### src/rtl/gpb_pkg.sv
`timescale 1ns / 1ps

package gpb_pkg;

   localparam int unsigned CHAN_W    = 8;
   localparam int unsigned NUM_CHAN  = 4;
   localparam int unsigned PIX_W     = CHAN_W * NUM_CHAN;
   localparam int unsigned COORD_W   = 16;
   localparam int unsigned DIM_W     = 14;
   localparam int unsigned CSR_IDX_W = 3;

   localparam logic [PIX_W-1:0]    TINT_RESET = 32'hFFFF_FFFF;
   localparam logic [CHAN_W-1:0]   CHAN_MAX   = 8'hFF;
   localparam logic [2*CHAN_W-1:0] ROUND_BIAS = 16'd128;

   // Register map of the configuration channel.
   typedef enum logic [CSR_IDX_W-1:0] {
      CSR_TINT        = 3'd0,
      CSR_WIDTH       = 3'd1,
      CSR_HEIGHT      = 3'd2,
      CSR_CLIP_LEFT   = 3'd3,
      CSR_CLIP_TOP    = 3'd4,
      CSR_CLIP_RIGHT  = 3'd5,
      CSR_CLIP_BOTTOM = 3'd6
   } csr_index_type;

   typedef enum logic {
      MODE_MONO  = 1'b0,
      MODE_EMOJI = 1'b1
   } mode_type;

   // Request payload as carried on tdata, first field in the highest bits.
   typedef struct packed {
      logic [PIX_W-1:0]          dest_pixel;
      logic [PIX_W-1:0]          source_value;
      logic signed [COORD_W-1:0] dest_y;
      logic signed [COORD_W-1:0] dest_x;
   } req_data_type;

   // Control handed from the coordinate check to the blend datapath.
   typedef struct packed {
      mode_type mode;
      logic     in_bounds;
   } blend_ctrl_type;

   // Multiply two 8-bit values and divide by 256 with rounding.
   function automatic logic [CHAN_W-1:0] scale8(input logic [CHAN_W-1:0] x,
                                                input logic [CHAN_W-1:0] y);
      logic [2*CHAN_W-1:0] prod;
      prod = x * y + ROUND_BIAS;
      return prod[2*CHAN_W-1:CHAN_W];
   endfunction

endpackage

### src/rtl/glyph_pixel_blend_core.sv
`timescale 1ns / 1ps
// A request beat passes through the input register and then the result
// register before it leaves as a response beat. Throughput: one pixel per
// clock unless the response side stalls; every request yields exactly one response.
// Reset (synchronous, active high) empties both stages and restores the
// registers: tint all ones, target size and clip rectangle zero.

module glyph_pixel_blend_core (
   input  logic                                 clock,
   input  logic                                 reset,
   // Request stream
   input  logic                                 req_tvalid,
   output logic                                 req_tready,
   input  logic [95:0]                          req_tdata,  // dest_x, dest_y, source_value, dest_pixel
   input  logic                                 req_tuser,  // mode
   // Response stream
   output logic                                 rsp_tvalid,
   input  logic                                 rsp_tready,
   output logic [31:0]                          rsp_tdata,  // blended_pixel
   output logic                                 rsp_tuser,  // write_enable
   // Configuration writes
   input  logic                                 csr_valid,
   output logic                                 csr_ready,
   input  logic [gpb_pkg::CSR_IDX_W-1:0]        csr_index,
   input  logic [31:0]                          csr_data
);
   import gpb_pkg::*;

   logic [PIX_W-1:0]          tint_ff;
   logic [DIM_W-1:0]          width_ff;
   logic [DIM_W-1:0]          height_ff;
   logic signed [COORD_W-1:0] clip_left_ff;
   logic signed [COORD_W-1:0] clip_top_ff;
   logic signed [COORD_W-1:0] clip_right_ff;
   logic signed [COORD_W-1:0] clip_bottom_ff;

   logic          in_valid_ff;
   req_data_type  in_data_ff;
   mode_type      in_mode_ff;
   logic          out_valid_ff;
   logic [PIX_W-1:0] out_pixel_ff;
   logic          out_we_ff;

   logic          out_free;
   logic          advance;
   logic          in_target;
   logic          in_clip;
   blend_ctrl_type blend_ctrl;
   logic          blend_we;
   logic [PIX_W-1:0] blend_pixel;

   // Configuration registers; writes are always taken.
   assign csr_ready = 1'b1;

   always_ff @(posedge clock) begin
      if (reset) begin
         tint_ff        <= TINT_RESET;
         width_ff       <= '0;
         height_ff      <= '0;
         clip_left_ff   <= '0;
         clip_top_ff    <= '0;
         clip_right_ff  <= '0;
         clip_bottom_ff <= '0;
      end else if (csr_valid && csr_ready) begin
         unique case (csr_index_type'(csr_index))
            CSR_TINT:        tint_ff        <= csr_data;
            CSR_WIDTH:       width_ff       <= csr_data[DIM_W-1:0];
            CSR_HEIGHT:      height_ff      <= csr_data[DIM_W-1:0];
            CSR_CLIP_LEFT:   clip_left_ff   <= csr_data[COORD_W-1:0];
            CSR_CLIP_TOP:    clip_top_ff    <= csr_data[COORD_W-1:0];
            CSR_CLIP_RIGHT:  clip_right_ff  <= csr_data[COORD_W-1:0];
            CSR_CLIP_BOTTOM: clip_bottom_ff <= csr_data[COORD_W-1:0];
            default: ;
         endcase
      end
   end

   // Pipeline flow: the result register frees when its beat is taken,
   // and the input register moves on whenever the result register is free.
   assign out_free   = !out_valid_ff || rsp_tready;
   assign advance    = in_valid_ff && out_free;
   assign req_tready = !in_valid_ff || out_free;

   // Input register.
   always_ff @(posedge clock) begin
      if (reset) begin
         in_valid_ff <= 1'b0;
      end else if (req_tready) begin
         in_valid_ff <= req_tvalid;
      end
   end

   always_ff @(posedge clock) begin
      if (req_tvalid && req_tready) begin
         in_data_ff <= req_data_type'(req_tdata);
         in_mode_ff <= mode_type'(req_tuser);
      end
   end

   // Bounds check against the target and the clip rectangle.
   always_comb begin
      in_target = !in_data_ff.dest_x[COORD_W-1] && !in_data_ff.dest_y[COORD_W-1] &&
                  ($signed({1'b0, in_data_ff.dest_x}) < $signed({3'b000, width_ff})) &&
                  ($signed({1'b0, in_data_ff.dest_y}) < $signed({3'b000, height_ff}));
      in_clip   = (in_data_ff.dest_x >= clip_left_ff) && (in_data_ff.dest_x < clip_right_ff) &&
                  (in_data_ff.dest_y >= clip_top_ff) && (in_data_ff.dest_y < clip_bottom_ff);
      blend_ctrl.mode      = in_mode_ff;
      blend_ctrl.in_bounds = in_target && in_clip;
   end

   gpb_blend u_blend (
      .ctrl          (blend_ctrl),
      .tint_colour   (tint_ff),
      .source_value  (in_data_ff.source_value),
      .dest_pixel    (in_data_ff.dest_pixel),
      .write_enable  (blend_we),
      .blended_pixel (blend_pixel)
   );

   // Result register.
   always_ff @(posedge clock) begin
      if (reset) begin
         out_valid_ff <= 1'b0;
      end else if (out_free) begin
         out_valid_ff <= in_valid_ff;
      end
   end

   always_ff @(posedge clock) begin
      if (advance) begin
         out_pixel_ff <= blend_pixel;
         out_we_ff    <= blend_we;
      end
   end

   assign rsp_tvalid = out_valid_ff;
   assign rsp_tdata  = out_pixel_ff;
   assign rsp_tuser  = out_we_ff;

endmodule

### src/rtl/gpb_blend.sv
`timescale 1ns / 1ps

module gpb_blend (
   input  gpb_pkg::blend_ctrl_type      ctrl,
   input  logic [gpb_pkg::PIX_W-1:0]    tint_colour,
   input  logic [gpb_pkg::PIX_W-1:0]    source_value,
   input  logic [gpb_pkg::PIX_W-1:0]    dest_pixel,
   output logic                         write_enable,
   output logic [gpb_pkg::PIX_W-1:0]    blended_pixel
);
   import gpb_pkg::*;

   logic [CHAN_W-1:0] alpha;
   logic [CHAN_W-1:0] inv_alpha;
   logic [CHAN_W-1:0] src_chan [NUM_CHAN];
   logic [CHAN_W:0]   chan_sum [NUM_CHAN];
   logic [PIX_W-1:0]  mixed;

   // Source alpha: the coverage for mono glyphs, the pixel alpha for emoji.
   always_comb begin
      if (ctrl.mode == MODE_MONO) begin
         alpha = source_value[CHAN_W-1:0];
      end else begin
         alpha = source_value[PIX_W-1 -: CHAN_W];
      end
      inv_alpha = CHAN_MAX - alpha;
   end

   // Per channel: source term plus scaled destination, saturating at full scale.
   always_comb begin
      for (int i = 0; i < NUM_CHAN; i++) begin
         if (ctrl.mode == MODE_MONO) begin
            src_chan[i] = scale8(tint_colour[CHAN_W*i +: CHAN_W], alpha);
         end else begin
            src_chan[i] = source_value[CHAN_W*i +: CHAN_W];
         end
         chan_sum[i] = {1'b0, src_chan[i]} +
                       {1'b0, scale8(dest_pixel[CHAN_W*i +: CHAN_W], inv_alpha)};
         mixed[CHAN_W*i +: CHAN_W] = chan_sum[i][CHAN_W] ? CHAN_MAX
                                                         : chan_sum[i][CHAN_W-1:0];
      end
   end

   // Pixels that are clipped or fully transparent keep the destination value.
   assign write_enable  = ctrl.in_bounds && (alpha != '0);
   assign blended_pixel = write_enable ? mixed : dest_pixel;

endmodule

### config.mk
export PLATFORM = sky130hd
export DESIGN_NAME = glyph_pixel_blend_core
export DESIGN_NICKNAME = d
export VERILOG_FILES = /design/src/rtl/gpb_pkg.sv /design/src/rtl/glyph_pixel_blend_core.sv /design/src/rtl/gpb_blend.sv
export SDC_FILE = /design/constraint.sdc
export NUM_CORES = 2
export LEC_CHECK = 0
export BUFFER_PORTS_ARGS = -buffer_cell sky130_fd_sc_hd__buf_4
export CAP_MARGIN = 15
export CORE_MARGIN = 2
export CORE_UTILIZATION = 35
export DETAILED_ROUTE_END_ITERATION = 6
export GPL_ROUTABILITY_DRIVEN = 0
export SLEW_MARGIN = 30
export SYNTH_ARGS = -nofsm -noshare
export SYNTH_HDL_FRONTEND = slang
export SYNTH_HIERARCHICAL = 1
export SYNTH_SLANG_ARGS = --single-unit
export TNS_END_PERCENT = 5
### constraint.sdc
create_clock -name clock -period 16.84 [get_ports clock]
set_input_delay 3.368 -clock clock [delete_from_list [all_inputs] [get_ports clock]]
set_output_delay 3.368 -clock clock [all_outputs]
set_load 0.01 [all_outputs]
---- Word-level counts from Yosys, hierarchy flattened ----
Cells that the tools add are included.
word-level totals
  register bits ........................... 256
  bits in read-only memories .............. 0
  RAM bits ................................ 0
  bits in latches ......................... 0
  logic and storage cells ................. 84
  memories kept ........................... 0
cells by class
  equality and inequality tests ........... 6
  $mul .................................... 8
  add/subtract/negate cells ............... 13
  magnitude comparators ................... 6
  reduce and logical (&&, ||, !) cells .... 25
  shift-type cells ........................ 0
  bitwise gates (word level) .............. 0
  div/mod/pow operators ................... 0
  multiplexer cells ....................... 10
operators by type and width
  cell                     count
  $add A16 B8 Y16 const B  8
  $mul A8 B8 Y16           8
  $mux W8                  9
  $add A8 B8 Y9            4
  $ge A16 B16 Y1           2
  $lt A16 B14 Y1           2
  $lt A16 B16 Y1           2
  $mux W32                 1
  $reduce_and A2 Y1        7
  $logic_and A1 B1 Y1      10
  $eq A3 B3 Y1 const B     3
  $reduce_bool A8 Y1       1
  $sub A8 B8 Y8 const A    1
  $eq A3 B2 Y1 const B     2
  $logic_not A1 Y1         4
  $eq A3 B1 Y1 const B     1
  $logic_not A3 Y1         1
  $logic_or A1 B1 Y1       2

---- Depth between registers and ports, before layout ----
  word-level depth ........................ 7
  mapped depth ............................ 30
  depth with buffers taken out ............ 27

---- Modules after synthesis ----
Netlist, hierarchy kept.
by module, submodules not included
  module                  cells an instance  instances  area an instance (um^2)
  gpb_blend               2,042              1          17,276.6
  glyph_pixel_blend_core  1,005              1          10,600.2

---- Least setup slack after synthesis ----
Ideal clock, no wire load.
  path type ............................... input to output
  start ................................... input port rsp_tready
  end ..................................... output port req_tready
  arrival ................................. 3,682 ps
  slack ................................... 9,790 ps
  stages .................................. 2
  cell sequence ........................... nor2b_1 > nand2_1
on the way
  longest elaborated chain between the ends .. 2
ends and longest elaborated chain
  element             line                          text
  from (decl)         glyph_pixel_blend_core.sv:18  input logic rsp_tready,
  $logic_or A1 B1 Y1  glyph_pixel_blend_core.sv:80  assign out_free = !out_valid_ff || rsp_tready;
  $logic_or A1 B1 Y1  glyph_pixel_blend_core.sv:82  assign req_tready = !in_valid_ff || out_free;
  to (decl)           glyph_pixel_blend_core.sv:13  output logic req_tready,
No other way between the ends.

---- Worst setup path in the final report ----
  start ................................... register in_mode_ff
  end ..................................... register out_pixel_ff[2] (netlist: rsp_tdata[2]) (data pin)
on the way
  longest elaborated chain between the ends .. 7
ends and longest elaborated chain
  element                                                   line                            text
  from (decl)                                               glyph_pixel_blend_core.sv:39    mode_type in_mode_ff;
  from (signal assigned)                                    glyph_pixel_blend_core.sv:96    in_mode_ff <= mode_type'(req_tuser);
  $mux W8                                                   gpb_blend.sv:21                 if (ctrl.mode == MODE_MONO) begin
  $sub A8 B8 Y8 / $mul A8 B8 Y16 (equally long branches)    gpb_blend.sv:26, gpb_pkg.sv:50
  $mul A8 B8 Y16 / $add A16 B8 Y16 (equally long branches)  gpb_pkg.sv:50                   prod = x * y + ROUND_BIAS;
  $add A16 B8 Y16 / $mux W8 (equally long branches)         gpb_pkg.sv:50, gpb_blend.sv:32
  $add A8 B8 Y9                                             gpb_blend.sv:37                 chan_sum[i] = {1'b0, src_chan[i]} +
  $mux W8                                                   gpb_blend.sv:39                 mixed[CHAN_W*i +: CHAN_W] = chan_sum[i][CHAN_W] ? CHAN_MAX
  $mux W32 (*)                                              gpb_blend.sv:46                 assign blended_pixel = write_enable ? mixed : dest_pixel;
  via blend_pixel[2]                                        glyph_pixel_blend_core.sv:50    logic [PIX_W-1:0] blend_pixel;
  to (signal assigned)                                      glyph_pixel_blend_core.sv:131   out_pixel_ff <= blend_pixel;
  to (decl)                                                 glyph_pixel_blend_core.sv:41    logic [PIX_W-1:0] out_pixel_ff;
Mark *: on every way through the listed nets, which the timed path passes. The rest lies on a longest branch.
A chain may end at the register's enable or synchronous reset.

==> run metrics <==
status complete, no violations; largest net degree at the start of global routing 93; worst slew pin tran 1.005 ns; slowest CP cell o21a_1; clock buffers created by TritonCTS 31; post-synth top area share 20.39%; global route hottest layer met2; critical path arrival 8.25 ns; CP max FO 47; final wirelength 68850 µm; global routing usage on met3 2.170%; critical path class reg2reg; Final min period 7.886 ns; # DRC 0; DR vias/cell 4.840; area grow syn2layout 12.37%; Max Cap Viol 0; # clock sinks 256; Area contributors post-synth fa_1 (20%), ha_1 (19%), edfxtp_1 (14%); total number of vias 20580; Syn. warnings 6; HP Class reg2reg; drt initial violations 994; post-synth cell types 73; Worst setup SP type flop; Cells after Synth 3047; WP buf/inv 5; Post-synth EDFFs 130; hold slack 0.4508 ns; Max Root-Sink Buffers 3; Max Freq 0.1268 GHz; first drt pass iteration count 5; root buffer cell clkbuf_16; Reg clk slew, reported paths 0.07 ns; met2 Track Usage GR 28.55%; post-CTS setup buffer count 0; Avg WL per Cell 16.19 µm; die width 286.2 µm; delay of the slowest cell on the worst path 0.86 ns; clock latency on the worst-skew pair 0.64 ns; n_diodes 0; post-synthesis net count 3884; GR Util All Layers 17.08%; #FFs+latches synth 256; met1 Usage GRT 23.85%; Post-Place Cells 4195; Initial Utilization 35.34%; global-route wire length before repair 112300 µm; Layout Cells excl Fill 4252; Pleak 14.41 nW; Port Buffer Count 171; Fin. Hold Viols 0; Post-DP Area 0.03035 mm²; post-route cell area 0.03133 mm²; maximum vdd drop 0.1677 mV; post-cts hold buffer count 0; Pwr Density 170.8 mW/mm²; total grt overflow 0; Crit. End Element flop; sequential-to-total area share from yosys stat 23.05%; Final Net Count 4015; asr flop ratio synth 0%; vias in the first global route 20830; CTS tree done; Die Y 286.2 µm; post-cts resize count 0; CP delay by family, top adder cells; setup TNS 0 ns; Final ANT Viol Nets 0; Post-synth top flop edfxtp_1; Ports 173; die area 0.08192 mm²; syn_area_per_cell 9.149 µm²; cell taking the most area after synthesis fa_1; antenna violations before repair 2; Synth Cell Area 0.02788 mm²; Core Rows 103; most frequent cells in the layout inv_1 (458), nand2_1 (442), ha_1 (416); final setup fails 0; Rel. slew slack 33.03%; CP required 17.20 ns; core box area 0.07887 mm²; fin crit share 46.83%; htree depth 1; share of layout cells above drive strength 1 8.776%; most common cell after layout, fill and taps aside inv_1; clk_skew 0.03749 ns; DP Wirelength 52000 µm; RSZ-0062 raised after global routing no; Slew Limit Fails 0
## worst paths after layout
check | startpoint | endpoint | slack, ns | depth (start not counted)
setup / recovery | in_mode_ff$_DFFE_PP_ | rsp_tdata[2]$_DFFE_PP_ | 8.95 | 27
hold / removal | clip_left_ff[10]$_SDFFE_PP0P_ | clip_left_ff[10]$_SDFFE_PP0P_ | 0.45 | 2
setup reg to reg | in_mode_ff$_DFFE_PP_ | rsp_tdata[2]$_DFFE_PP_ | 8.95 | 27
hold reg to reg | clip_left_ff[10]$_SDFFE_PP0P_ | clip_left_ff[10]$_SDFFE_PP0P_ | 0.45 | 2
## per-layer routing
layer | share of wire [%] | routed length (µm) | up-vias
li1 | - | - | 10140
met1 | 47 | 32380 | 10020
met2 | 47 | 32250 | 351
met3 | 4.3 | 2948 | 68
met4 | 1.8 | 1245 | 4
met5 | 0.035 | 24 | -
## where the power goes
| group | switching (mW) | internal [mW] | leakage (nW) |
|---|---|---|---|
| sequential | 0.0350 | 0.684 | 2.28 |
| combinational | 2.17 | 1.80 | 11.6 |
| clock | 0.289 | 0.369 | 0.484 |
| total | 2.49 | 2.86 | 14.4 |
## cell usage after synthesis (10+ instances only)
cell type	number
nor3_1	22
clkbuf_1	89
nand3_1	17
fa_1	284
nand3b_1	33
nand2_1	442
xnor2_1	62
o21a_1	13
a21oi_1	191
ha_1	416
and3_1	22
nor2_1	103
inv_1	458
edfxtp_1	130
and2_1	346
a211oi_1	10
o21ai_0	67
xor2_1	26
dfxtp_1	126
nor2b_1	14
nand4_1	18
a21o_1	30
nand2b_1	10
## logic make-up after synthesis
family | count (synthesis) | synth area share (%)
simple gates | 1057 | 19.01
fa+ha+maj | 700 | 39.07
buf+inv | 555 | 7.491
compound gates | 384 | 8.366
flops | 256 | 23.05
xor+xnor | 88 | 2.765
mux | 6 | 0.2334
other cells | 1 | 0.01345
## stage by stage
stage | total power, mW | util, % | setup WS (ns)
after detailed placement | 4.708 | 38.49 | 9.086
after global routing | 6.020 | 39.72 | 8.388
final | 5.351 | 39.72 | 8.954
after global placement | 4.684 | 38.47 | 9.285
after CTS | 5.413 | 39.72 | 9.058
after floorplan | 3.890 | - | 9.790
## layout make-up
cell class,count,area (µm²)
repair buffers,195,1464
well taps,1050,1314
flip-flops and latches,256,6426
clock buffers,43,850.8
clock inverters,14,120.1
fillers,7975,47550
multi-input cells,2236,19430
inverters,458,1719
## worst register-to-register path, delay by kind of cell, from the launching register on
family	cells	cell delay, ns
AOI/OAI and AO/OA	8	2.50
adders and majority gates	6	2.62
xor gates and xnor gates	1	0.15
buffers and inverters	5	0.96
and+or+nand+nor	7	1.06
DFF	1	0.32
## state kept, by name, indices dropped and copies added (netlist names)
name	count
width_ff	14
in_data_ff	96
height_ff	14
tint_ff	32
clip_bottom_ff	16
rsp_tuser	1
clip_top_ff	16
in_valid_ff	1
in_mode_ff	1
clip_left_ff	16
rsp_tvalid	1
clip_right_ff	16
rsp_tdata	32
(Power assumes the default switching activity.)
